**src/hw/rtl/sid_pkg.sv**
```systemverilog
`timescale 1ns / 1ps

package sid_pkg;

    localparam int DEFAULT_CAPACITY = 64;
    localparam int ID_W             = 8;
    localparam int FUNC_W           = 2;
    localparam int COUNT_W          = 7;

    localparam logic [FUNC_W-1:0] FUNC_LOOKUP = 2'd0;
    localparam logic [FUNC_W-1:0] FUNC_INSERT = 2'd1;
    localparam logic [FUNC_W-1:0] FUNC_CLEAR  = 2'd2;

    typedef enum logic [2:0] {
        ST_IDLE,
        ST_SCAN_RD,
        ST_SCAN_CMP,
        ST_SHIFT_RD,
        ST_SHIFT_WR,
        ST_PUT,
        ST_RESP
    } state_t;

endpackage

```
**src/hw/rtl/sorted_id_set.sv**
```systemverilog
`timescale 1ns / 1ps
// Lookup scans the entries in order until it meets the key or a larger one; insert of a new
//   key also shifts the entries above its slot up by one and then writes it; insert of a held
//   key acts as a lookup; clear, insert into a full table and unused codes go straight to the result.
// One operation at a time: no new input transfer is taken until the result has been handed
//   to the output register, as the entry memory has single ports and there is one compare unit.
// Reset (aresetn low, synchronous): empty the set, drop any result, idle; memory not cleared.
module sorted_id_set #(
    parameter int CAPACITY = sid_pkg::DEFAULT_CAPACITY
) (
    input  logic        aclk,
    input  logic        aresetn,
    // input channel
    input  logic        s_tvalid,
    output logic        s_tready,
    input  logic [7:0]  s_tdata,   // [7:0] id
    input  logic [1:0]  s_tuser,   // [1:0] func
    // result channel
    output logic        m_tvalid,
    input  logic        m_tready,
    output logic [7:0]  m_tdata    // [0] ok, [7:1] entry_count
);

    localparam int AW = (CAPACITY > 1) ? $clog2(CAPACITY) : 1;
    localparam int CW = $clog2(CAPACITY + 1);
    localparam logic [CW-1:0] CAP_C = CW'(CAPACITY);

    sid_pkg::state_t state_reg, state_next;

    logic [CW-1:0]              fill_reg, fill_next;
    logic [CW-1:0]              idx_reg,  idx_next;
    logic [CW-1:0]              pos_reg,  pos_next;
    logic [sid_pkg::FUNC_W-1:0] op_reg,   op_next;
    logic [sid_pkg::ID_W-1:0]   key_reg,  key_next;
    logic                       ok_reg,   ok_next;

    logic                       m_valid_reg, m_valid_next;
    logic                       m_ok_reg,    m_ok_next;
    logic [sid_pkg::COUNT_W-1:0] m_count_reg, m_count_next;

    // entry memory: one write and one registered read port
    logic [sid_pkg::ID_W-1:0] mem [CAPACITY];
    logic [sid_pkg::ID_W-1:0] rd_data_reg;
    logic                     mem_we;
    logic [AW-1:0]            mem_waddr;
    logic [sid_pkg::ID_W-1:0] mem_wdata;
    logic [AW-1:0]            mem_raddr;

    logic s_xfer;
    logic resp_free;

    assign s_tready  = (state_reg == sid_pkg::ST_IDLE);
    assign s_xfer    = s_tvalid && s_tready;
    assign resp_free = !m_valid_reg || m_tready;

    assign m_tvalid = m_valid_reg;
    assign m_tdata  = {m_count_reg, m_ok_reg};

    // next state
    always_comb begin
        state_next = state_reg;
        unique case (state_reg)
            sid_pkg::ST_IDLE: begin
                if (s_xfer) begin
                    if (s_tuser == sid_pkg::FUNC_LOOKUP) begin
                        state_next = sid_pkg::ST_SCAN_RD;
                    end else if (s_tuser == sid_pkg::FUNC_INSERT && fill_reg < CAP_C) begin
                        state_next = sid_pkg::ST_SCAN_RD;
                    end else begin
                        state_next = sid_pkg::ST_RESP;
                    end
                end
            end
            sid_pkg::ST_SCAN_RD: begin
                if (idx_reg == fill_reg) begin
                    state_next = (op_reg == sid_pkg::FUNC_INSERT) ? sid_pkg::ST_PUT
                                                                  : sid_pkg::ST_RESP;
                end else begin
                    state_next = sid_pkg::ST_SCAN_CMP;
                end
            end
            sid_pkg::ST_SCAN_CMP: begin
                if (rd_data_reg == key_reg) begin
                    state_next = sid_pkg::ST_RESP;
                end else if (rd_data_reg > key_reg) begin
                    state_next = (op_reg == sid_pkg::FUNC_INSERT) ? sid_pkg::ST_SHIFT_RD
                                                                  : sid_pkg::ST_RESP;
                end else begin
                    state_next = sid_pkg::ST_SCAN_RD;
                end
            end
            sid_pkg::ST_SHIFT_RD: begin
                state_next = (idx_reg == pos_reg) ? sid_pkg::ST_PUT : sid_pkg::ST_SHIFT_WR;
            end
            sid_pkg::ST_SHIFT_WR: state_next = sid_pkg::ST_SHIFT_RD;
            sid_pkg::ST_PUT:      state_next = sid_pkg::ST_RESP;
            sid_pkg::ST_RESP: begin
                if (resp_free) begin
                    state_next = sid_pkg::ST_IDLE;
                end
            end
            default: state_next = sid_pkg::ST_IDLE;
        endcase
    end

    // datapath and memory control
    always_comb begin
        fill_next    = fill_reg;
        idx_next     = idx_reg;
        pos_next     = pos_reg;
        op_next      = op_reg;
        key_next     = key_reg;
        ok_next      = ok_reg;
        m_ok_next    = m_ok_reg;
        m_count_next = m_count_reg;
        m_valid_next = m_valid_reg && !m_tready;
        mem_we       = 1'b0;
        mem_waddr    = idx_reg[AW-1:0];
        mem_wdata    = rd_data_reg;
        mem_raddr    = idx_reg[AW-1:0];

        unique case (state_reg)
            sid_pkg::ST_IDLE: begin
                if (s_xfer) begin
                    op_next  = s_tuser;
                    key_next = s_tdata;
                    idx_next = '0;
                    ok_next  = 1'b0;
                    if (s_tuser == sid_pkg::FUNC_CLEAR) begin
                        fill_next = '0;
                        ok_next   = 1'b1;
                    end
                end
            end
            sid_pkg::ST_SCAN_RD: begin
                // record the scan position; at the end of the held entries the key goes at the top
                pos_next = idx_reg;
            end
            sid_pkg::ST_SCAN_CMP: begin
                if (rd_data_reg == key_reg) begin
                    ok_next = 1'b1;
                end else if (rd_data_reg > key_reg) begin
                    pos_next = idx_reg;
                    idx_next = fill_reg;
                end else begin
                    idx_next = idx_reg + 1'b1;
                end
            end
            sid_pkg::ST_SHIFT_RD: begin
                // fetch the entry just below the slot being filled
                mem_raddr = AW'(idx_reg - 1'b1);
            end
            sid_pkg::ST_SHIFT_WR: begin
                mem_we    = 1'b1;
                mem_waddr = idx_reg[AW-1:0];
                mem_wdata = rd_data_reg;
                idx_next  = idx_reg - 1'b1;
            end
            sid_pkg::ST_PUT: begin
                mem_we    = 1'b1;
                mem_waddr = pos_reg[AW-1:0];
                mem_wdata = key_reg;
                fill_next = fill_reg + 1'b1;
                ok_next   = 1'b1;
            end
            sid_pkg::ST_RESP: begin
                if (resp_free) begin
                    m_valid_next = 1'b1;
                    m_ok_next    = ok_reg;
                    m_count_next = sid_pkg::COUNT_W'(fill_reg);
                end
            end
            default: ;
        endcase
    end

    always_ff @(posedge aclk) begin
        if (!aresetn) begin
            state_reg   <= sid_pkg::ST_IDLE;
            fill_reg    <= '0;
            m_valid_reg <= 1'b0;
        end else begin
            state_reg   <= state_next;
            fill_reg    <= fill_next;
            m_valid_reg <= m_valid_next;
        end
    end

    always_ff @(posedge aclk) begin
        idx_reg     <= idx_next;
        pos_reg     <= pos_next;
        op_reg      <= op_next;
        key_reg     <= key_next;
        ok_reg      <= ok_next;
        m_ok_reg    <= m_ok_next;
        m_count_reg <= m_count_next;
    end

    always_ff @(posedge aclk) begin
        if (mem_we) begin
            mem[mem_waddr] <= mem_wdata;
        end
        rd_data_reg <= mem[mem_raddr];
    end

endmodule

```
**config.mk**
```make
export PLATFORM = sky130hd
export DESIGN_NAME = sorted_id_set
export DESIGN_NICKNAME = d
export VERILOG_FILES = /design/src/hw/rtl/sid_pkg.sv /design/src/hw/rtl/sorted_id_set.sv
export SDC_FILE = /design/constraint.sdc
export NUM_CORES = 1
export LEC_CHECK = 0
export BUFFER_PORTS_ARGS = -buffer_cell sky130_fd_sc_hd__buf_2
export CAP_MARGIN = 10
export CORE_MARGIN = 8
export CORE_UTILIZATION = 30
export DETAILED_ROUTE_END_ITERATION = 16
export PLACE_DENSITY = 0.54
export SLEW_MARGIN = 0
export SYNTH_ARGS = -nofsm -noshare
export SYNTH_HDL_FRONTEND = slang
export SYNTH_SLANG_ARGS = --single-unit
```
**constraint.sdc**
```tcl
create_clock -name aclk -period 7.7 [get_ports aclk]
set_input_delay 1.155 -clock aclk [delete_from_list [all_inputs] [get_ports aclk]]
set_output_delay 1.155 -clock aclk [all_outputs]
set_load 0.01 [all_outputs]
```
==> results.cfg, run 1 <==
[synth]
synth_sequential_area_ratio_pct = 65.01
synthesis.nets = 1911
ys.warnings.count = 0
synth_top_cell_area_share_pct = 63.53
synth_top_cell_by_area = sky130_fd_sc_hd__edfxtp_1
synthArstFlopShare_pct = 0
netlist_top_cells_area = sky130_fd_sc_hd__edfxtp_1 64%, sky130_fd_sc_hd__mux2i_1 3.9%, sky130_fd_sc_hd__o221ai_1 3.5%, sky130_fd_sc_hd__o22ai_1 3.1%, sky130_fd_sc_hd__mux2_2 2.4%
synth_seq_cells = 564
synth-edff-count = 545
synthCells = 1886
ys_types = 90
synth_top_flop_cell = sky130_fd_sc_hd__edfxtp_1
postSynthAreaPerCell_sq_um = 13.66
syn_area_sq_um = 25760

[clock_tree]
clk_pin_slew_worst_paths_ns = 0.06
htree_num_levels = 2
clock_net_sink_count = 564
postCtsHoldBufs = 0
numCtsBuffers = 60
clock_latency_reported_for_the_late_side_of_the_worst_skew_pair_ns = 0.63
tritoncts = done
cts.path.max_buffers = 3
cts_root_buffer = sky130_fd_sc_hd__clkbuf_16
cts.repair_timing.setup_buffer_count = 0
ctsResizeCount = 0

[worst_setup_path]
setup.worst_path.start_class = register
required_ns = 8.27
critical_path.endpoint_type = register
timing.critical_path.buf_inv = 2
max_fanout_on_critical_path = 48
crit_family = simple AND/OR/NAND/NOR gates
timing.critical_path.cells = inv_2 > buf_4 > ha_2 > or2_1 > mux2_2 > o221ai_1 > a21oi_1 > or4_1 > and4_1
timing.setup.critical_path_class = register to register
cp_data_arrival_time_ns = 5.62
slowest_stage = sky130_fd_sc_hd__mux2_2
cp_slowest_stage_delay_ns = 1.10
r2r_slack_ns = 2.65

[layout]
fill_cells = 8269
areaGrowthSynthToFinish_pct = 12.05
design.final.nets = 1880
fraction_of_layout_cells_with_a_size_suffix_above_1_pct = 12.41
area.sequential_sq_um = 16750
number_of_flip_flops_in_the_largest_register = 512
mostFrequentLayoutCell = sky130_fd_sc_hd__edfxtp_1
final_core_util_pct = 33.90
mostFrequentLayoutCells = 545 x sky130_fd_sc_hd__edfxtp_1, 153 x sky130_fd_sc_hd__nor2_1, 126 x sky130_fd_sc_hd__o22ai_1
combined_area_of_the_multi_input_logic_cells_sq_um = 8383

[power]
p_per_area_nw_per_um2 = 395.6
static-leakage-power_nw = 8.848
power.sequential.fraction_pct = 36.8
power_switching_share_pct = 39.14
cellInternalPower_w = 0.006950
clock_power_share_pct = 24.3
max-vdd-ir-drop_uv = 280.4
combinationalPowerShare_pct = 38.9
net-switching-power_w = 0.004470

[sta]
timing.final.crit_share_pct = 65.56
rsz0062_at_grt = no
hold_viol_final = 0
setup_viol = 0
maxSlewViolCount = 0
timing.final.ws_setup_ns = 2.652
clock.fmax_mhz = 198.1
final_period_minus_worst_setup_slack_ns = 5.048
summed_negative_setup_slack_over_all_endpoints_ns = 0
timing.hold.ws_ns = 0.4248
timing.slew.headroom_pct = 16.14
worst-slew-pin-transition_ns = 1.250
worst_clock_skew_ns = 0.02404

[placement]
dpl.hpwl_um = 46470
portBuffers = 23
gp_congestion = 0.8793
dp_worst_setup_slack_ns = 2.588

[floorplanning]
die_h_um = 309.0
die-width_um = 309.0
effective_utilization_at_floorplan_pct = 30.25
design.portCount = 24
floorplan.core_area_sq_um = 85150
rows = 107
die-area_sq_um = 95500

[route]
detail_route.drc_violations = 0
postRouteWirelength_um = 75910
vias = 17270
drtIter0Drc = 1910
post_drt_via_cell_ratio = 5.668
wire_per_inst_um = 24.91
postRouteAntennaNets = 0
drt_pre_antenna_iters = 5

[worst_hold_path]
min-delay-path-class = register to register

[grt]
grt_overflow = 0
number_of_global_route_vias_before_repair = 16610
number_of_antenna_violations_at_the_first_check_in_global_routing = 1
global_route_wire_length_before_repair_um = 113000
global_route.usage.total_pct = 15.45
grt_start_max_net_pins = 137

[outcome]
outcome = finished, final reports clean

[flow_run]
max-cap-violations = 0
[final cells by class]
cell class / instances / share of cell area [%]
timing repair buffer: 58 / 1.352
clock buffer: 69 / 5.392
tap: 1144 / 4.959
multi-input combinational: 1158 / 29.04
inverter: 13 / 0.1691
sequential: 564 / 58.01
clock inverter: 40 / 1.062
antenna: 1 / 0.008669
[power groups by stage]
stage | sequential (W) | combinational [W] | clock [W]
floorplan | 0.00420 | 0.00293 | 0
global placement | 0.00425 | 0.00435 | 0
detailed placement | 0.00426 | 0.00441 | 0
CTS | 0.00420 | 0.00442 | 0.00283
global route | 0.00422 | 0.00475 | 0.00294
finish | 0.00420 | 0.00444 | 0.00278
[cell families (layout without fill, tap and decap cells)]
group	after synthesis	after routing	synth area share, %
compound gates	580	580	16.49
buf+inv	164	180	2.968
fa+ha+maj	11	11	0.5343
simple gates	375	375	7.018
other cells	0	1	0
mux	163	163	6.999
flops	564	564	65.01
xor+xnor	29	29	0.9859
[metrics by stage]
step / cell area [sq um] / power [W] / cells
after global placement: 27000 / 0.008606 / 2937
after CTS: 28860 / 0.01145 / 3046
final: 28870 / 0.01142 / 3047
after global routing: 28860 / 0.01191 / 3046
after detailed placement: 27000 / 0.008670 / 2937
after floorplan: 25760 / 0.007131 / 1886
[cells in the mapped netlist (all sizes together), types with 10 or more instances]
master   number
o22ai       127
xor2         13
nor2b        15
nand3        24
o221ai      102
nor2        155
mux2i       101
nor4         26
a21oi        39
nor3         20
edfxtp      545
nand2b       11
a22oi        15
inv          13
a22o         18
and2         18
mux2         54
buf          87
a211oi       25
a31oi        10
a211o        13
o22a         10
clkbuf       64
o21ai        81
o2bb2ai      14
nand2        66
o32ai        15
ha           11
nand4        14
dfxtp        19
xnor2        16
o211ai       29
[layer usage]
metal / routed length, um / part of all wire (%) / up-vias / GRT usage, %
met4: 2123 / 2.8 / 0 / 4.342
li1: - / - / 7640 / -
met2: 34270 / 45 / 745 / 23.88
met3: 6640 / 8.7 / 134 / 3.281
met1: 32880 / 43 / 8751 / 21.83
met5: 0 / 0 / - / 0
[worst paths after layout]
path	startpoint	cells after the start	to
hold / removal	ok_reg	0	m_ok_reg
hold reg to reg	ok_reg	0	m_ok_reg
setup reg to reg	idx_reg[0]	9	rd_data_reg[6]
setup / recovery	idx_reg[0]	9	rd_data_reg[6]
Power figures use the tool's default switching activity.
==> inputs of run 2 (changes only) <==
--- a/config.mk
+++ b/config.mk
@@ -10,7 +10,7 @@
 export CORE_MARGIN = 8
 export CORE_UTILIZATION = 30
 export DETAILED_ROUTE_END_ITERATION = 16
-export PLACE_DENSITY = 0.54
+export PLACE_DENSITY = 0.55
 export SLEW_MARGIN = 0
 export SYNTH_ARGS = -nofsm -noshare
 export SYNTH_HDL_FRONTEND = slang
==> constraint.sdc (replaced) <==
create_clock -name aclk -period 4.56 [get_ports aclk]
set_input_delay 0.684 -clock aclk [delete_from_list [all_inputs] [get_ports aclk]]
set_output_delay 0.684 -clock aclk [all_outputs]
set_load 0.01 [all_outputs]
==> run 2 against run 1 <==
Against the previous run: hold slack got worse by 0.21 ns; cell count up 1.2%; sequential share of layout area decreased by 0.91 points; critical path depth decreased by 3; critical endpoint is now mem[13][0]; register-to-register slack got worse by 1.8 ns.
==> results.cfg, run 2 (same netlist as run 1, synthesis figures left out) <==
[outcome]
outcome = finished, final reports clean

[placement]
dpl.hpwl_um = 49650
gp_congestion = 0.9050
portBuffers = 23
dp_worst_setup_slack_ns = 0.8717

[power]
max-vdd-ir-drop_uv = 439.6
static-leakage-power_nw = 9.117
total_power_w = 0.02005
p_per_area_nw_per_um2 = 683.6

[sta]
worst-slew-pin-transition_ns = 1.274
timing.final.crit_share_pct = 81.67
worst_clock_skew_ns = 0.05921
timing.hold.ws_ns = 0.2173
final_period_minus_worst_setup_slack_ns = 3.724
setup_viol = 0
maxSlewViolCount = 0
hold_viol_final = 0
timing.final.ws_setup_ns = 0.8357
timing.slew.headroom_pct = 14.33
summed_negative_setup_slack_over_all_endpoints_ns = 0
clock.fmax_mhz = 268.5
rsz0062_at_grt = no

[worst_setup_path]
required_ns = 4.84
timing.setup.critical_path_class = register to register
cp_slowest_stage_delay_ns = 0.85
critical_path.endpoint_type = register
setup.worst_path.start_class = register
critical-path-top-cell-by-count = sky130_fd_sc_hd__nor2b_1
r2r_slack_ns = 0.84
max_fanout_on_critical_path = 12
crit_family = simple AND/OR/NAND/NOR gates
cp_data_arrival_time_ns = 4.01
timing.critical_path.buf_inv = 0
timing.critical_path.cells = nor2b_1 > and2_1 > mux2i_1 > nor2b_1 > nand2_1 > nor2_1
slowest_stage = sky130_fd_sc_hd__nor2_1

[grt]
global_route_wire_length_before_repair_um = 114700
global_route.usage.total_pct = 15.78
grt_overflow = 0
number_of_antenna_violations_at_the_first_check_in_global_routing = 0
number_of_global_route_vias_before_repair = 16810
grt_start_max_net_pins = 115

[clock_tree]
clk_pin_slew_worst_paths_ns = 0.06
htree_num_levels = 2
clock_latency_reported_for_the_late_side_of_the_worst_skew_pair_ns = 0.67
tritoncts = done
ctsResizeCount = 0
numCtsBuffers = 60
postCtsHoldBufs = 0
cts_root_buffer = sky130_fd_sc_hd__clkbuf_16
cts.repair_timing.setup_buffer_count = 0
clock_net_sink_count = 564
cts.path.max_buffers = 3

[route]
drt_pre_antenna_iters = 6
wire_per_inst_um = 25.23
postRouteAntennaNets = 0
post_drt_via_cell_ratio = 5.724
drtIter0Drc = 1988
vias = 17650
postRouteWirelength_um = 77810
detail_route.drc_violations = 0

[floorplanning]
design.portCount = 24
effective_utilization_at_floorplan_pct = 30.25
floorplan.core_area_sq_um = 85150
rows = 107
die-width_um = 309.0
die_h_um = 309.0
die-area_sq_um = 95500

[layout]
number_of_flip_flops_in_the_largest_register = 512
mostFrequentLayoutCells = 545 x sky130_fd_sc_hd__edfxtp_1, 153 x sky130_fd_sc_hd__nor2_1, 126 x sky130_fd_sc_hd__o22ai_1
fill_cells = 8178
design.final.nets = 1915
areaGrowthSynthToFinish_pct = 13.83
fraction_of_layout_cells_with_a_size_suffix_above_1_pct = 14.59
antenna-diode-count = 0
mostFrequentLayoutCell = sky130_fd_sc_hd__edfxtp_1
final_core_util_pct = 34.44

[worst_hold_path]
min-delay-path-class = input port to register

[flow_run]
max-cap-violations = 0
==> run 2: cell types whose count changed in the layout (fill, tap and decap cells not counted), moves of 2 or more <==
cell | before | now
sky130_fd_sc_hd__buf_4 | 34 | 67
sky130_fd_sc_hd__clkinv_1 | 19 | 12
sky130_fd_sc_hd__clkinv_2 | 11 | 17
sky130_fd_sc_hd__bufinv_16 | 4 | 9
sky130_fd_sc_hd__buf_12 | 1 | 3
sky130_fd_sc_hd__clkinv_16 | 0 | 2
==> run 2: worst paths after layout <==
check               startpoint    endpoint  depth (start not counted)
setup / recovery  state_reg[2]  mem[13][0]                          6
hold / removal      s_tdata[5]  key_reg[5]                          1
setup reg to reg  state_reg[2]  mem[13][0]                          6
hold reg to reg         ok_reg    m_ok_reg                          0
==> run 2: power by group <==
group	switching, W	internal (W)	leakage (nW)	total (W)
Clock	0.00212	0.00293	0.998	0.00505
Sequential	0.000259	0.00676	5.07	0.00702
Combinational	0.00552	0.00246	3.05	0.00798
Total	0.00790	0.0122	9.12	0.0200
==> run 2: cell type report <==
type                            instances  area (sq um)  area share (%)
Clock buffer                           67          1528           5.210
Tap cell                             1144          1431           4.881
Sequential cell                       564         16750           57.11
Inverter                               13         48.80          0.1664
Clock inverter                         45         511.7           1.745
Multi-Input combinational cell       1158          8381           28.58
Timing Repair Buffer                   93         678.2           2.313
==> run 2: layer usage <==
| metal | global-route usage (%) | share of wire (%) | vias to the layer above |
|---|---|---|---|
| met2 | 24.49 | 45 | 850 |
| met3 | 2.755 | 8.9 | 142 |
| met1 | 22.50 | 43 | 8958 |
| li1 | - | - | 7704 |
| met4 | 4.743 | 2.9 | 0 |
| met5 | 0 | 0 | - |
==> run 2: through the flow <==
stage | instances | instance area, sq um
floorplan | 1886 | 25760
global placement | 2972 | 27280
detailed placement | 2972 | 27280
CTS | 3084 | 29320
global route | 3084 | 29320
finish | 3084 | 29320
==> run 2: worst reg2reg max path, stage by stage (launching register included) <==
cell                      delay, ns
sky130_fd_sc_hd__dfxtp_1       0.32
sky130_fd_sc_hd__nor2b_1       0.42
sky130_fd_sc_hd__and2_1        0.62
sky130_fd_sc_hd__mux2i_1       0.60
sky130_fd_sc_hd__nor2b_1       0.24
sky130_fd_sc_hd__nand2_1       0.34
sky130_fd_sc_hd__nor2_1        0.86
